**config.mk**
```make
export PLATFORM = sky130hd
export DESIGN_NAME = ymodem_packet_receiver_top_flat
export DESIGN_NICKNAME = d
export VERILOG_FILES = /design/src/sv/ympr_pkg.sv /design/src/sv/ympr_ifs.sv /design/src/sv/ympr_in_stage.sv /design/src/sv/ympr_core.sv /design/src/sv/ympr_out_stage.sv /design/src/sv/ymodem_packet_receiver_top.sv /design/src/flat_wrapper.sv
export SDC_FILE = /design/constraint.sdc
export NUM_CORES = 1
export LEC_CHECK = 0
export BUFFER_PORTS_ARGS = -buffer_cell sky130_fd_sc_hd__buf_2
export CORE_MARGIN = 2
export CORE_UTILIZATION = 32
export CTS_CLUSTER_DIAMETER = 50
export CTS_CLUSTER_SIZE = 30
export DETAILED_ROUTE_END_ITERATION = 8
export GPL_TIMING_DRIVEN = 0
export PLACE_DENSITY = 0.45
export SYNTH_ARGS = -nofsm -noshare
export SYNTH_HDL_FRONTEND = slang
export SYNTH_HIERARCHICAL = 1
export SYNTH_SLANG_ARGS = --single-unit
```
**constraint.sdc**
```tcl
create_clock -name clk -period 6.7 [get_ports clk]
set_input_delay 0 -clock clk [delete_from_list [all_inputs] [get_ports clk]]
set_output_delay 0 -clock clk [all_outputs]
set_load 0.02 [all_outputs]
```
**src/sv/ympr_pkg.sv**
```systemverilog
// Package with the shared types, codes and constants of the YMODEM packet receiver.
package ympr_pkg;

  // Payload lengths selected by the start byte.
  localparam int unsigned SHORT_PAYLOAD = 128;
  localparam int unsigned LONG_PAYLOAD  = 1024;

  // Timeout limit after reset, in ticks.
  localparam logic [15:0] TIMEOUT_RESET = 16'd1000;

  // Control bytes of the protocol.
  localparam logic [7:0] BYTE_SOH     = 8'h01;
  localparam logic [7:0] BYTE_STX     = 8'h02;
  localparam logic [7:0] BYTE_EOT     = 8'h04;
  localparam logic [7:0] BYTE_CAN     = 8'h18;
  localparam logic [7:0] BYTE_UPPER_C = 8'h43;
  localparam logic [7:0] BYTE_UPPER_A = 8'h41;
  localparam logic [7:0] BYTE_LOWER_A = 8'h61;

  // CRC-16/XMODEM polynomial.
  localparam logic [15:0] CRC_POLY = 16'h1021;

  typedef enum logic {
    OP_BYTE = 1'b0,
    OP_TICK = 1'b1
  } ympr_op_t;

  typedef enum logic {
    RK_DATA   = 1'b0,
    RK_STATUS = 1'b1
  } ympr_kind_t;

  typedef enum logic [2:0] {
    ST_GOOD    = 3'd0,
    ST_EOT     = 3'd1,
    ST_CANCEL  = 3'd2,
    ST_ABORT   = 3'd3,
    ST_TIMEOUT = 3'd4,
    ST_STRAY   = 3'd5
  } ympr_status_t;

  typedef enum logic [1:0] {
    PH_IDLE   = 2'd0,
    PH_CAN    = 2'd1,
    PH_PACKET = 2'd2
  } ympr_phase_t;

  typedef struct packed {
    ympr_op_t   operation;
    logic [7:0] byte_value;
  } ympr_item_t;

  typedef struct packed {
    ympr_kind_t   result_kind;
    logic [7:0]   data_byte;
    ympr_status_t packet_status;
    logic         long_packet;
    logic [7:0]   seq_number;
  } ympr_result_t;

endpackage

```
**src/sv/ympr_ifs.sv**
```systemverilog
// Channel interfaces of the YMODEM packet receiver: input, result and configuration.
interface ympr_in_if;
  logic       valid;
  logic       ready;
  logic       operation;
  logic [7:0] byte_value;

  modport source (output valid, output operation, output byte_value, input ready);
  modport sink   (input valid, input operation, input byte_value, output ready);
endinterface

interface ympr_out_if;
  logic       valid;
  logic       ready;
  logic       result_kind;
  logic [7:0] data_byte;
  logic [2:0] packet_status;
  logic       long_packet;
  logic [7:0] seq_number;

  modport source (output valid, output result_kind, output data_byte, output packet_status,
                  output long_packet, output seq_number, input ready);
  modport sink   (input valid, input result_kind, input data_byte, input packet_status,
                  input long_packet, input seq_number, output ready);
endinterface

interface ympr_cfg_if;
  logic        valid;
  logic        ready;
  logic [15:0] timeout_ticks;

  modport source (output valid, output timeout_ticks, input ready);
  modport sink   (input valid, input timeout_ticks, output ready);
endinterface

```
**src/sv/ympr_in_stage.sv**
```systemverilog
// Input register that holds one accepted item until the core consumes it.
module ympr_in_stage import ympr_pkg::*; (
  input  logic       clk,
  input  logic       rst_n,
  input  logic       in_valid,
  output logic       in_ready,
  input  ympr_item_t in_item,
  input  logic       take,
  output logic       held_valid,
  output ympr_item_t held_item
);

  logic       valid_r;
  logic       valid_nxt;
  ympr_item_t item_r;

  // The register can load whenever it is empty or being emptied this cycle.
  assign in_ready  = !valid_r || take;
  assign valid_nxt = in_ready ? in_valid : valid_r;

  always_ff @(posedge clk) begin
    if (!rst_n) begin
      valid_r <= 1'b0;
    end else begin
      valid_r <= valid_nxt;
    end
  end

  always_ff @(posedge clk) begin
    if (in_ready && in_valid) begin
      item_r <= in_item;
    end
  end

  assign held_valid = valid_r;
  assign held_item  = item_r;

endmodule

```
**src/sv/ympr_core.sv**
```systemverilog
// Packet state machine with CRC, sequence check and tick timeout for one item per cycle while fire is high.
module ympr_core import ympr_pkg::*; (
  input  logic         clk,
  input  logic         rst_n,
  input  logic         fire,
  input  ympr_item_t   item,
  input  logic         cfg_we,
  input  logic [15:0]  cfg_data,
  output logic         res_valid,
  output ympr_result_t res
);

  localparam logic [10:0] SHORT_LAST = 11'(SHORT_PAYLOAD + 1);
  localparam logic [10:0] LONG_LAST  = 11'(LONG_PAYLOAD + 1);

  ympr_phase_t phase_r, phase_nxt;
  logic [10:0] pos_r, pos_nxt;
  logic        long_r, long_nxt;
  logic [7:0]  seq_r, seq_nxt;
  logic [7:0]  comp_r, comp_nxt;
  logic [15:0] crc_r, crc_nxt;
  logic [15:0] idle_r, idle_nxt;
  logic [15:0] timeout_r;

  logic [15:0]  crc_upd;
  logic [15:0]  limit;
  logic [16:0]  tick_sum;
  logic [10:0]  last_payload;
  logic         emit;
  ympr_status_t emit_code;
  logic         emit_long;
  logic [7:0]   emit_seq;

  function automatic logic [15:0] crc_byte(input logic [15:0] crc_in, input logic [7:0] b);
    logic [15:0] c;
    c = crc_in ^ {b, 8'h00};
    for (int k = 0; k < 8; k++) begin
      c = c[15] ? ({c[14:0], 1'b0} ^ CRC_POLY) : {c[14:0], 1'b0};
    end
    return c;
  endfunction

  assign crc_upd      = crc_byte(crc_r, item.byte_value);
  // A zero limit behaves as one tick.
  assign limit        = (timeout_r == 16'd0) ? 16'd1 : timeout_r;
  assign tick_sum     = {1'b0, idle_r} + 17'd1;
  assign last_payload = long_r ? LONG_LAST : SHORT_LAST;

  always_comb begin
    phase_nxt = phase_r;
    pos_nxt   = pos_r;
    long_nxt  = long_r;
    seq_nxt   = seq_r;
    comp_nxt  = comp_r;
    crc_nxt   = crc_r;
    idle_nxt  = idle_r;
    emit      = 1'b0;
    emit_code = ST_GOOD;
    emit_long = 1'b0;
    emit_seq  = 8'h00;
    res_valid = 1'b0;
    res.result_kind   = RK_DATA;
    res.data_byte     = item.byte_value;
    res.packet_status = ST_GOOD;
    res.long_packet   = long_r;
    res.seq_number    = seq_r;

    if (item.operation == OP_TICK) begin
      idle_nxt = tick_sum[15:0];
      if (tick_sum >= {1'b0, limit}) begin
        emit      = 1'b1;
        emit_code = (phase_r == PH_CAN) ? ST_ABORT : ST_TIMEOUT;
      end
    end else begin
      idle_nxt = 16'd0;
      unique case (phase_r)
        PH_CAN: begin
          emit      = 1'b1;
          emit_code = (item.byte_value == BYTE_CAN) ? ST_CANCEL : ST_ABORT;
        end
        PH_PACKET: begin
          pos_nxt = pos_r + 11'd1;
          priority if (pos_r == 11'd0) begin
            seq_nxt = item.byte_value;
          end else if (pos_r == 11'd1) begin
            comp_nxt = item.byte_value;
          end else begin
            crc_nxt = crc_upd;
            priority if (pos_r <= last_payload) begin
              res_valid = 1'b1;
            end else if (pos_r == last_payload + 11'd1) begin
              // First trailer byte only feeds the CRC.
            end else begin
              emit      = 1'b1;
              emit_code = ((seq_r == ~comp_r) && (crc_upd == 16'd0)) ? ST_GOOD : ST_ABORT;
              emit_long = long_r;
              emit_seq  = seq_r;
            end
          end
        end
        default: begin
          unique case (item.byte_value)
            BYTE_SOH, BYTE_STX: begin
              long_nxt  = (item.byte_value == BYTE_STX);
              phase_nxt = PH_PACKET;
              pos_nxt   = 11'd0;
              crc_nxt   = 16'd0;
              seq_nxt   = 8'h00;
              comp_nxt  = 8'h00;
            end
            BYTE_EOT: begin
              emit      = 1'b1;
              emit_code = ST_EOT;
            end
            BYTE_CAN: begin
              phase_nxt = PH_CAN;
            end
            BYTE_UPPER_C, BYTE_UPPER_A, BYTE_LOWER_A: begin
              emit      = 1'b1;
              emit_code = ST_ABORT;
            end
            default: begin
              emit      = 1'b1;
              emit_code = ST_STRAY;
            end
          endcase
        end
      endcase
    end

    // Every status returns the receiver to idle.
    if (emit) begin
      res_valid         = 1'b1;
      res.result_kind   = RK_STATUS;
      res.data_byte     = 8'h00;
      res.packet_status = emit_code;
      res.long_packet   = emit_long;
      res.seq_number    = emit_seq;
      phase_nxt         = PH_IDLE;
      pos_nxt           = 11'd0;
      idle_nxt          = 16'd0;
    end
  end

  always_ff @(posedge clk) begin
    if (!rst_n) begin
      phase_r <= PH_IDLE;
      pos_r   <= 11'd0;
      long_r  <= 1'b0;
      seq_r   <= 8'h00;
      comp_r  <= 8'h00;
      crc_r   <= 16'd0;
      idle_r  <= 16'd0;
    end else if (fire) begin
      phase_r <= phase_nxt;
      pos_r   <= pos_nxt;
      long_r  <= long_nxt;
      seq_r   <= seq_nxt;
      comp_r  <= comp_nxt;
      crc_r   <= crc_nxt;
      idle_r  <= idle_nxt;
    end
  end

  always_ff @(posedge clk) begin
    if (!rst_n) begin
      timeout_r <= TIMEOUT_RESET;
    end else if (cfg_we) begin
      timeout_r <= cfg_data;
    end
  end

endmodule

```
**src/sv/ympr_out_stage.sv**
```systemverilog
// Result register that holds one result until the downstream side takes it.
module ympr_out_stage import ympr_pkg::*; (
  input  logic         clk,
  input  logic         rst_n,
  input  logic         load,
  input  ympr_result_t res,
  output logic         free,
  output logic         out_valid,
  input  logic         out_ready,
  output ympr_result_t out_res
);

  logic         valid_r;
  logic         valid_nxt;
  ympr_result_t res_r;

  assign free      = !valid_r || out_ready;
  assign valid_nxt = load ? 1'b1 : (valid_r && !out_ready);

  always_ff @(posedge clk) begin
    if (!rst_n) begin
      valid_r <= 1'b0;
    end else begin
      valid_r <= valid_nxt;
    end
  end

  always_ff @(posedge clk) begin
    if (load) begin
      res_r <= res;
    end
  end

  assign out_valid = valid_r;
  assign out_res   = res_r;

endmodule

```
**src/sv/ymodem_packet_receiver_top.sv**
```systemverilog
// Top level of the YMODEM packet receiver with CRC-16/XMODEM check.
//
//   Channel  Direction  Payload                                          Handshake
//   in_ch    sink       operation, byte_value                            valid/ready
//   out_ch   source     result_kind, data_byte, packet_status,           valid/ready
//                       long_packet, seq_number
//   cfg_ch   sink       timeout_ticks                                    valid/ready
//
// One item is accepted per clock cycle while the output is not stalled. An item is held in the input register,
// processed by the packet state machine and CRC update once the result register can take a result, and
// its result, if any, passes through the result register to out_ch; the byte-wide CRC step sets the
// critical path. Reset (synchronous, rst_n low) returns the receiver to idle and loads
// the timeout limit with 1000 ticks. A stalled output holds its item, and the input
// register keeps accepting as long as the item it holds can move forward.
module ymodem_packet_receiver_top import ympr_pkg::*; (
  input  logic       clk,
  input  logic       rst_n,
  ympr_in_if.sink    in_ch,
  ympr_out_if.source out_ch,
  ympr_cfg_if.sink   cfg_ch
);

  ympr_item_t   in_item;
  ympr_item_t   held_item;
  logic         held_valid;
  logic         out_free;
  logic         fire;
  logic         res_valid;
  ympr_result_t res;
  ympr_result_t out_res;
  logic         out_valid;

  assign in_item.operation  = ympr_op_t'(in_ch.operation);
  assign in_item.byte_value = in_ch.byte_value;

  // The held item is processed whenever the result register can take a result.
  assign fire = held_valid && out_free;

  ympr_in_stage u_in_stage (
    .clk        (clk),
    .rst_n      (rst_n),
    .in_valid   (in_ch.valid),
    .in_ready   (in_ch.ready),
    .in_item    (in_item),
    .take       (fire),
    .held_valid (held_valid),
    .held_item  (held_item)
  );

  // Configuration writes are always taken; the user must write only while the block is idle, which it does not enforce.
  assign cfg_ch.ready = 1'b1;

  ympr_core u_core (
    .clk       (clk),
    .rst_n     (rst_n),
    .fire      (fire),
    .item      (held_item),
    .cfg_we    (cfg_ch.valid),
    .cfg_data  (cfg_ch.timeout_ticks),
    .res_valid (res_valid),
    .res       (res)
  );

  ympr_out_stage u_out_stage (
    .clk       (clk),
    .rst_n     (rst_n),
    .load      (fire && res_valid),
    .res       (res),
    .free      (out_free),
    .out_valid (out_valid),
    .out_ready (out_ch.ready),
    .out_res   (out_res)
  );

  assign out_ch.valid         = out_valid;
  assign out_ch.result_kind   = out_res.result_kind;
  assign out_ch.data_byte     = out_res.data_byte;
  assign out_ch.packet_status = out_res.packet_status;
  assign out_ch.long_packet   = out_res.long_packet;
  assign out_ch.seq_number    = out_res.seq_number;

endmodule

```
**src/flat_wrapper.sv**
```systemverilog
// flat-port wrapper written by rule: the top's interface ports become plain ports
module ymodem_packet_receiver_top_flat import ympr_pkg::*;
  (clk, rst_n, in_ch_valid, in_ch_operation, in_ch_byte_value, in_ch_ready, out_ch_valid, out_ch_result_kind, out_ch_data_byte, out_ch_packet_status, out_ch_long_packet, out_ch_seq_number, out_ch_ready, cfg_ch_valid, cfg_ch_timeout_ticks, cfg_ch_ready);
  ympr_in_if in_ch_i ();
  ympr_out_if out_ch_i ();
  ympr_cfg_if cfg_ch_i ();
  input  logic clk;
  input  logic rst_n;
  input wire logic [$bits(in_ch_i.valid)-1:0] in_ch_valid;
  input wire logic [$bits(in_ch_i.operation)-1:0] in_ch_operation;
  input wire logic [$bits(in_ch_i.byte_value)-1:0] in_ch_byte_value;
  output wire logic [$bits(in_ch_i.ready)-1:0] in_ch_ready;
  output wire logic [$bits(out_ch_i.valid)-1:0] out_ch_valid;
  output wire logic [$bits(out_ch_i.result_kind)-1:0] out_ch_result_kind;
  output wire logic [$bits(out_ch_i.data_byte)-1:0] out_ch_data_byte;
  output wire logic [$bits(out_ch_i.packet_status)-1:0] out_ch_packet_status;
  output wire logic [$bits(out_ch_i.long_packet)-1:0] out_ch_long_packet;
  output wire logic [$bits(out_ch_i.seq_number)-1:0] out_ch_seq_number;
  input wire logic [$bits(out_ch_i.ready)-1:0] out_ch_ready;
  input wire logic [$bits(cfg_ch_i.valid)-1:0] cfg_ch_valid;
  input wire logic [$bits(cfg_ch_i.timeout_ticks)-1:0] cfg_ch_timeout_ticks;
  output wire logic [$bits(cfg_ch_i.ready)-1:0] cfg_ch_ready;
  assign in_ch_i.valid = in_ch_valid;
  assign in_ch_i.operation = in_ch_operation;
  assign in_ch_i.byte_value = in_ch_byte_value;
  assign in_ch_ready = in_ch_i.ready;
  assign out_ch_valid = out_ch_i.valid;
  assign out_ch_result_kind = out_ch_i.result_kind;
  assign out_ch_data_byte = out_ch_i.data_byte;
  assign out_ch_packet_status = out_ch_i.packet_status;
  assign out_ch_long_packet = out_ch_i.long_packet;
  assign out_ch_seq_number = out_ch_i.seq_number;
  assign out_ch_i.ready = out_ch_ready;
  assign cfg_ch_i.valid = cfg_ch_valid;
  assign cfg_ch_i.timeout_ticks = cfg_ch_timeout_ticks;
  assign cfg_ch_ready = cfg_ch_i.ready;
  ymodem_packet_receiver_top u_core (.clk(clk), .rst_n(rst_n), .in_ch(in_ch_i), .out_ch(out_ch_i), .cfg_ch(cfg_ch_i));
endmodule
```
==> results.py, run 1 <==
metrics = {
    "timing": {
        "slew_headroom_pct": 32.9,
        "fmax_ghz": 0.194,
        "finalSetupViolations": 0,
        "fin_setup_tns_ns": 0,
        "fin_worst_skew_ns": 0.00850,
        "finalCritPeriodShare_pct": 77.1,
        "slew_viol_final": 0,
        "finalWorstSetupSlack_ns": 1.53,
        "fin_crit_ns": 5.17,
        "tightest_slew_ns": 1.01,
        "finalHoldViolations": 0,
        "rsz0062_at_grt": "no",
    },
    "yosys": {
        "yosysSeqAreaShare_pct": 42.7,
        "synthXorXnorAreaFrac_pct": 6.86,
        "synthCells": 634,
        "yosysTopAreaCell": "dfxtp_1",
        "syn-mean-instance-area_um2": 9.24,
        "synth_fa_ha_area_share_pct": 5.34,
        "synth_area_leaders": "dfxtp_1 27%, edfxtp_1 15%, ha_1 5.3%",
        "yosys.area_share.simple_pct": 21.7,
        "synth_edf_count": 30,
        "syn-num-nets": 689,
        "yosys_warnings": 6,
        "ys_async_sr_fraction_pct": 0,
        "synth_top_family_by_area": "simple AND/OR/NAND/NOR gates",
        "synth_ff_type": "dfxtp_1",
        "netlist_area_um2": 5860,
        "ys_seq_elements": 110,
        "synth_mux_area_share_pct": 4.63,
        "synth-compound-area-share_pct": 14.1,
        "synth_cell_types": 72,
        "yosysTopAreaCellShare_pct": 27.3,
    },
    "flow_run": {
        "max_cap_viol_count": 0,
    },
    "min_path": {
        "hold_path.class": "input port to flop",
        "hold_start": "rst_n",
    },
    "cells_and_area": {
        "mostFrequentLayoutCells": "80 x dfxtp_1, 61 x nor2_1, 57 x nand2_1",
        "multi_input_area_um2": 3090,
        "final_common_cell": "dfxtp_1",
        "syn_to_final_growth_pct": 18.6,
        "antenna-diode-count": 0,
        "fillers": 1844,
        "final-seq-area_um2": 2500,
        "finalNetCount": 778,
        "instances_no_fill": 957,
        "layout-drive-gt1-share_pct": 14.6,
    },
    "placement": {
        "dp.cells": 914,
        "io_buffers": 51,
        "hpwlAfterDp_um": 10900,
        "pre_cts_ws_ns": 1.51,
        "gp_congestion": 0.846,
    },
    "power_and_ir_drop": {
        "switching_share_pct": 25.2,
        "p_comb_share_pct": 9.8,
        "finalPower_mw": 1.36,
        "internal_power_mw": 1.02,
        "vdd_drop_max_mv": 0.118,
        "pwr-share-clk_pct": 38.0,
        "p_switching_mw": 0.343,
        "p_leak_nw": 2.67,
        "power_density_nw_per_um2": 196,
        "seqPwrFrac_pct": 52.2,
    },
    "grt": {
        "grtUsageTotal_pct": 15.7,
        "grt_pass1_vias": 4795,
        "grt_max_degree": 23,
        "grt-ovfl-total": 0,
        "grt_pass1_wl_um": 24500,
        "antenna_found_initial": 0,
    },
    "die": {
        "dieArea_um2": 19400,
        "pin_count": 54,
        "coreArea_um2": 18000,
        "die_h_um": 139,
        "num_rows": 49,
        "initial_core_util_pct": 32.6,
        "die_w_um": 139,
    },
    "drt": {
        "vias": 4785,
        "postRouteAntennaNets": 0,
        "drt_iter0_drc": 250,
        "avgRoutedWirePerCell_um": 15.4,
        "vias_per_cell": 5.00,
        "drc": 0,
        "drt_wl_total_um": 14800,
        "first_pass_iters": 5,
    },
    "clock_tree": {
        "hold_buffers": 27,
        "cts_buffers": 9,
        "path_clk_slew_ns": 0.07,
        "htreeDepth": 3,
        "clock_latency_ns": 0.35,
        "post-cts-setup-buffers": 0,
        "cts_resized": 0,
        "cts.path.max_buffers": 2,
        "clock_sinks": 110,
        "clockRootBuffer": "clkbuf_16",
        "cts_tree": "done",
    },
    "worst_setup_path": {
        "reg2reg_from": "u_core/u_core/idle_r[0]",
        "crit_start": "u_core/u_core/idle_r[0]",
        "cp-end-kind": "flop",
        "start_kind": "flop",
        "cp_max_fo": 22,
        "crit_type": "flop to flop",
        "cp.required_ns": 6.67,
        "cp.arrival_ns": 5.14,
    },
    "run_status": {
        "status": "finished, final reports clean",
    },
}
kinds of logic after synthesis:
| group | count (synthesis) |
|---|---|
| compound gates | 115 |
| xor+xnor | 45 |
| fa+ha+maj | 25 |
| buf+inv | 63 |
| flops | 110 |
| mux | 27 |
| other cells | 1 |
| simple gates | 248 |
through the flow:
stage               area, um2  utilization [%]  hold slack [ns]
floorplan                5860                -           0.0989
global placement         6400             35.6            0.180
detailed placement       6400             35.6            0.181
CTS                      6950             38.7          0.00370
global route             6950             38.7          0.00255
finish                   6950             38.7          0.00278
critical path, cell delays in order (launching register included):
cell      delay [ns]
dfxtp_1         0.45
ha_1            0.29
nand3_1         0.21
nor3_4          0.38
nand3_1         0.22
or2_2           0.38
xnor2_1         0.15
ha_1            0.31
nand4_1         0.09
nor2_1          0.19
a31oi_1         0.13
a31oi_2         0.48
o211ai_1        0.28
clkbuf_1        0.28
nand2_1         0.10
and3_1          0.83
flip-flops by register name, summed over array words and instances (netlist names):
signal and cells:
u_core/u_core/timeout_r 16, u_core/u_core/pos_r 11, u_core/u_core/seq_r 8, u_core/u_out_stage/out_res 21
u_core/u_in_stage/held_valid 1, u_core/u_core/long_r 1, u_core/u_out_stage/out_valid 1, u_core/u_core/idle_r 16
u_core/u_core/crc_r 16, u_core/u_core/phase_r 2, u_core/u_in_stage/held_item 9, u_core/u_core/comp_r 8
power groups by stage:
stage / clock network (mW) / logic (mW) / registers [mW]
4_1_cts: 0.538 / 0.135 / 0.711
5_1_grt: 0.567 / 0.148 / 0.712
3_5_place_dp: 0 / 0.122 / 0.726
3_3_place_gp: 0 / 0.121 / 0.726
2_1_floorplan: 0 / 0.0754 / 0.728
6_report: 0.516 / 0.133 / 0.710
final cells by class:
cell class | instances | share of cell area [%]
multi-input cells | 461 | 44.5
flip-flops and latches | 110 | 36.0
repair buffers | 78 | 7.56
well taps | 229 | 4.12
clock buffers | 11 | 3.49
plain buffers | 32 | 2.12
inverters | 31 | 1.67
clock inverters | 5 | 0.504
synth_stat cells, types with 13 or more instances:
cell type  count
and2_1        18
clkbuf_1      21
xnor2_1       35
nand2_1       57
nand3_1       25
inv_1         31
edfxtp_1      30
nor2_1        61
or2_2         13
dfxtp_1       80
a21oi_1       27
ha_1          25
mux2i_1       26
worst paths after layout:
check	slack, ns	end	cells after the start
setup reg to reg	1.53	u_core/u_out_stage/out_res[10]	15
hold / removal	0.003	u_core/u_out_stage/out_valid	2
setup / recovery	1.53	u_core/u_out_stage/out_res[10]	15
hold reg to reg	0.47	u_core/u_core/crc_r[13]	2
per-layer routing:
metal  wire length, um  up-vias  global-route usage [%]
li1                  -     2419                       -
met1              6860     2266                    19.9
met2              7110       84                    26.8
met3               486       16                    2.51
met4               308        0                    6.01
met5                 0        -                       0
(Power assumes the default switching activity.)
==> inputs of run 2 (changes only) <==
- clock period: 6.7 -> 5.4 ns (I/O delays scaled with it)
==> results.py, run 2 (synthesis gave the netlist of run 1 again) <==
metrics = {
    "clock_tree": {
        "clock_sinks": 110,
        "cts_tree": "done",
        "clockRootBuffer": "clkbuf_16",
        "cts_buffers": 9,
        "clock_latency_ns": 0.35,
        "path_clk_slew_ns": 0.07,
        "cts.path.max_buffers": 2,
        "post-cts-setup-buffers": 0,
        "htreeDepth": 3,
    },
    "grt": {
        "grt_pass1_vias": 4804,
        "grt_max_degree": 23,
        "busiest_layer": "met2",
        "antenna_found_initial": 0,
        "grt_pass1_wl_um": 24400,
        "gr-usage-met1_pct": 19.8,
        "grtUsageMet3_pct": 2.51,
        "grtUsageTotal_pct": 15.7,
        "met2_usage_pct": 26.8,
        "grt-ovfl-total": 0,
    },
    "timing": {
        "finalCritPeriodShare_pct": 89.8,
        "fin_setup_tns_ns": 0,
        "fmax_ghz": 0.206,
        "slew_viol_final": 0,
        "fin_crit_ns": 4.85,
        "finalHoldViolations": 0,
        "tightest_slew_ns": 0.863,
        "rsz0062_at_grt": "no",
        "slew_headroom_pct": 42.5,
        "fin_worst_skew_ns": 0.00836,
        "finalSetupViolations": 0,
    },
    "drt": {
        "first_pass_iters": 5,
        "drt_iter0_drc": 258,
        "drc": 0,
        "vias": 4827,
        "vias_per_cell": 5.04,
        "avgRoutedWirePerCell_um": 15.4,
        "postRouteAntennaNets": 0,
        "drt_wl_total_um": 14800,
    },
    "worst_setup_path": {
        "ff2ff_path_depth": 15,
        "cp.required_ns": 5.39,
        "slowest_delay_ns": 0.53,
        "r2r-end": "u_core/u_out_stage/out_res[10]",
        "reg2reg_from": "u_core/u_core/idle_r[0]",
        "start_kind": "flop",
        "crit_type": "flop to flop",
        "crit_path_top_delay_cell": "and3_2",
        "crit_chain": "ha_1, nand3_1, nor3_4, nand3_1, or2_2, xnor2_1, ha_1, nand4_1, nor2_1, a31oi_1, a31oi_2, o211ai_1, clkbuf_1, nand2_1, and3_2",
        "critPathTopFamily": "simple AND/OR/NAND/NOR gates",
        "reg2reg_slack_ns": 0.55,
        "cp_max_fo": 22,
        "worst-path-buf-inv": 1,
        "cp.arrival_ns": 4.84,
        "cp-end-kind": "flop",
    },
    "power_and_ir_drop": {
        "finalPower_mw": 1.69,
        "vdd_drop_max_mv": 0.147,
        "p_leak_nw": 2.67,
        "power_density_nw_per_um2": 243,
    },
    "cells_and_area": {
        "final_common_cell": "dfxtp_1",
        "antenna-diode-count": 0,
        "finalNetCount": 778,
        "fillers": 1843,
        "syn_to_final_growth_pct": 18.6,
        "mostFrequentLayoutCells": "80 x dfxtp_1, 61 x nor2_1, 57 x nand2_1",
        "largest_reg_flops": 21,
        "layout-drive-gt1-share_pct": 14.7,
    },
    "placement": {
        "gp_congestion": 0.846,
        "io_buffers": 51,
        "hpwlAfterDp_um": 10900,
    },
    "flow_run": {
        "max_cap_viol_count": 0,
    },
    "die": {
        "initial_core_util_pct": 32.6,
        "dieArea_um2": 19400,
        "die_h_um": 139,
        "die_w_um": 139,
        "pin_count": 54,
        "coreArea_um2": 18000,
        "num_rows": 49,
    },
    "min_path": {
        "min_to": "u_core/u_out_stage/out_valid",
        "hold_path.class": "input port to flop",
        "hold_path_depth": 2,
        "hold_start": "rst_n",
    },
    "run_status": {
        "status": "finished, final reports clean",
    },
}
==> run 2: cell count changes in the layout (fill, tap and decap cells not counted) <==
cell    change
and3_1      -1
and3_2      +1
==> run 2: how the worst max path moves through the flow <==
| stage | startpoint | end | slack (ns) | cells after the start |
|---|---|---|---|---|
| 2_1_floorplan | u_core/u_core/idle_r[0] | u_core/u_out_stage/out_res[0] | 1.34 | 15 |
| 3_3_place_gp | u_core/u_core/idle_r[0] | u_core/u_out_stage/out_res[0] | 0.26 | 15 |
| 3_5_place_dp | u_core/u_core/idle_r[0] | u_core/u_out_stage/out_res[7] | 0.21 | 15 |
| 4_1_cts | u_core/u_core/idle_r[0] | u_core/u_out_stage/out_res[1] | 0.17 | 15 |
| 5_1_grt | u_core/u_core/idle_r[0] | u_core/u_out_stage/out_res[1] | 0.16 | 15 |
| 6_report | u_core/u_core/idle_r[0] | u_core/u_out_stage/out_res[10] | 0.55 | 15 |
==> run 2: power breakdown <==
part | switching [mW] | leakage, nW | internal, mW
clock network | 0.313 | 0.138 | 0.327
logic | 0.0983 | 1.60 | 0.0665
registers | 0.0142 | 0.934 | 0.867
==> run 2: area by class of cell <==
class | count | area (um2) | area share (%)
flip-flops and latches | 110 | 2500 | 36.0
repair buffers | 78 | 526 | 7.56
plain buffers | 32 | 148 | 2.12
clock inverters | 5 | 35.0 | 0.504
well taps | 229 | 287 | 4.12
clock buffers | 11 | 243 | 3.49
inverters | 31 | 116 | 1.67
multi-input cells | 461 | 3090 | 44.5
==> run 2: what timing repair did <==
action | in CTS | in global routing
hold endpoints to repair | 27 | 0
hold buffers | 27 | 0
gates resized for setup | 0 | 1
setup endpoints to repair | 0 | 22
==> run 2: through the flow <==
stage,util (%),instance area [um2],hold slack [ns],setup WS [ns],instances
finish,38.7,6950,0.00229,0.549,957
global route,38.7,6950,0.00253,0.162,957
CTS,38.7,6950,0.00370,0.168,957
detailed placement,35.6,6400,0.181,0.210,914
global placement,35.6,6400,0.180,0.258,914
floorplan,-,5860,0.0989,1.34,634
==> run 2: per-layer routing <==
metal  up-vias  part of all wire, %
met5         -                    0
met4         0                  2.3
met3        21                  3.4
met2       100                   48
met1      2286                   46
li1       2420                    -
==> inputs of run 3 (changes only) <==
- SYNTH_HIERARCHICAL: 1 -> default
==> results.py, run 3 <==
metrics = {
    "run_status": {
        "status": "finished, final reports clean",
    },
    "worst_setup_path": {
        "crit_path_top_delay_cell": "dfxtp_1",
        "critPathTopFamily": "simple AND/OR/NAND/NOR gates",
        "reg2reg_from": "u_core.u_core.idle_r[0]",
        "reg2reg_slack_ns": 1.46,
        "cp.arrival_ns": 3.99,
        "cp.required_ns": 5.46,
        "crit_type": "flop to flop",
        "start_kind": "flop",
        "ff2ff_path_depth": 15,
        "worst-path-buf-inv": 3,
        "r2r-end": "u_core.u_out_stage.out_res[15]",
        "slowest_delay_ns": 0.42,
        "crit_chain": "ha_1, and3_1, buf_6, and3_1, buf_6, and3_1, nand3_1, xnor2_1, ha_1, nand4_1, a311o_1, o2111ai_4, o21ai_2, nor2_2, buf_8",
        "cp_max_fo": 21,
        "cp-end-kind": "flop",
        "crit_top_cell": "and3_1",
    },
    "grt": {
        "gr-usage-met1_pct": 19.8,
        "grt-ovfl-total": 0,
        "met2_usage_pct": 27.0,
        "grt_max_degree": 22,
        "grt_pass1_wl_um": 24300,
        "grtUsageTotal_pct": 15.6,
        "busiest_layer": "met2",
        "grt_pass1_vias": 4728,
        "antenna_found_initial": 0,
        "grtUsageMet3_pct": 2.38,
    },
    "clock_tree": {
        "path_clk_slew_ns": 0.07,
        "clock_sinks": 110,
        "clock_latency_ns": 0.36,
        "cts.path.max_buffers": 2,
        "htreeDepth": 3,
        "cts_buffers": 9,
        "clockRootBuffer": "clkbuf_16",
        "cts_tree": "done",
    },
    "timing": {
        "fmax_ghz": 0.254,
        "fin_worst_skew_ns": 0.00840,
        "fin_setup_tns_ns": 0,
        "rsz0062_at_grt": "no",
        "fin_crit_ns": 3.94,
        "finalHoldViolations": 0,
        "finalCritPeriodShare_pct": 72.9,
        "slew_viol_final": 0,
        "slew_headroom_pct": 56.6,
        "whs_ns": 0.0706,
        "tightest_slew_ns": 0.651,
        "finalSetupViolations": 0,
    },
    "cells_and_area": {
        "largest_reg_flops": 21,
        "instances_no_fill": 954,
        "mostFrequentLayoutCells": "80 x dfxtp_1, 52 x buf_2, 49 x nor2b_1",
        "fin_area_um2": 7120,
        "antenna-diode-count": 0,
        "final_common_cell": "dfxtp_1",
        "finalNetCount": 770,
        "layout-drive-gt1-share_pct": 13.9,
        "syn_to_final_growth_pct": 18.8,
    },
    "yosys": {
        "synth_edf_count": 30,
        "yosysTopAreaCell": "dfxtp_1",
        "ys_async_sr_fraction_pct": 0,
        "yosysSeqAreaShare_pct": 41.8,
        "synthTopCellsByCount": "80 x dfxtp_1, 49 x nor2b_1, 41 x nor2_1",
        "syn-num-nets": 682,
        "synthCells": 627,
        "netlist_area_um2": 5990,
        "synth_cell_types": 73,
        "synth_area_leaders": "dfxtp_1 27%, edfxtp_1 15%, ha_1 5.2%",
        "syn-mean-instance-area_um2": 9.56,
        "synth_ff_type": "dfxtp_1",
        "yosys_warnings": 0,
        "yosysTopAreaCellShare_pct": 26.7,
        "yosysMostFrequentCell": "dfxtp_1",
        "ys_seq_elements": 110,
    },
    "placement": {
        "post_dp_cell_area_um2": 6550,
        "io_buffers": 50,
        "hpwlAfterDp_um": 11400,
        "dp.cells": 912,
        "gp_congestion": 0.910,
    },
    "drt": {
        "vias": 4756,
        "drc": 0,
        "first_pass_iters": 4,
        "drt_iter0_drc": 218,
        "postRouteAntennaNets": 0,
        "vias_per_cell": 4.99,
        "avgRoutedWirePerCell_um": 15.9,
        "drt_wl_total_um": 15100,
    },
    "power_and_ir_drop": {
        "vdd_drop_max_mv": 0.139,
        "p_leak_nw": 2.79,
        "power_density_nw_per_um2": 238,
    },
    "die": {
        "initial_core_util_pct": 32.4,
        "pin_count": 54,
        "die_h_um": 141,
        "die_w_um": 141,
        "coreArea_um2": 18500,
        "num_rows": 50,
        "dieArea_um2": 19800,
    },
    "min_path": {
        "hold_path_depth": 3,
        "hold_start": "cfg_ch_valid",
        "hold_path.class": "input port to flop",
        "min_to": "u_core.u_core.timeout_r[2]",
    },
    "flow_run": {
        "max_cap_viol_count": 0,
    },
}
[run 3: power by group]
group	leakage, nW	internal [mW]	switching [mW]
Clock	0.149	0.348	0.322
Sequential	0.943	0.862	0.0153
Combinational	1.70	0.0646	0.0795
[run 3: metal layers]
metal / wire length (um) / share of wire (%)
met1: 6970 / 46
met2: 7470 / 49
met3: 442 / 2.9
met4: 262 / 1.7
met5: 0 / 0
[run 3: stage by stage]
| stage | total power, mW | util (%) | setup slack (ns) |
|---|---|---|---|
| 6_report | 1.69 | 38.4 | 1.46 |
| 5_1_grt | 1.76 | 38.4 | 1.20 |
| 4_1_cts | 1.72 | 38.4 | 1.44 |
| 3_5_place_dp | 1.03 | 35.4 | 1.46 |
| 3_3_place_gp | 1.02 | 35.3 | 0.375 |
| 2_1_floorplan | 0.979 | - | 1.29 |
[run 3: kinds of logic (layout without fill, tap and decap cells)]
group                      count (synthesis)  count (layout)  synth area share (%)
and+or+nand+nor                          248             248                  23.2
muxes                                     28              28                  4.70
other                                      1               1                0.0626
AOI/OAI and AO/OA                        110             110                  13.8
DFF                                      110             110                  41.8
adders and majority gates                 25              25                  5.22
buffers and inverters                     57             150                  4.24
xor gates and xnor gates                  48              48                  7.02
[run 3: cell type report]
class / instances / area (um2)
clock buffer: 11 / 253
fill: 1870 / 11400
buffer: 29 / 149
multi-input combinational: 460 / 3240
tap: 234 / 293
sequential: 110 / 2500
inverter: 28 / 105
timing repair buffer: 77 / 526
clock inverter: 5 / 51.3
[run 3: what timing repair did]
item / CTS / global route
gates resized for setup: 0 / 0
setup endpoints to repair: 0 / 0
buffers inserted: 0 / 0
hold buffers: 26 / 0
hold endpoints to repair: 26 / 0
[run 3: how the worst max path moves through the flow]
stage	start	end	slack, ns	cells past startpoint
global route	u_core.u_core.idle_r[0]	u_core.u_out_stage.out_res[5]	1.20	16
CTS	u_core.u_core.idle_r[0]	u_core.u_out_stage.out_res[15]	1.44	15
global placement	u_core.u_core.idle_r[0]	u_core.u_out_stage.out_res[4]	0.37	14
detailed placement	u_core.u_core.idle_r[0]	u_core.u_out_stage.out_res[7]	1.46	12
floorplan	u_core.u_core.idle_r[0]	u_core.u_out_stage.out_res[0]	1.29	14
finish	u_core.u_core.idle_r[0]	u_core.u_out_stage.out_res[15]	1.46	15
[run 3: worst register-to-register path, delay by kind of cell (launching register included)]
kind	cells	cell delay [ns]
buf+inv	3	0.48
flops	1	0.42
simple gates	6	1.11
xor+xnor	1	0.16
compound gates	3	0.88
fa+ha+maj	2	0.59
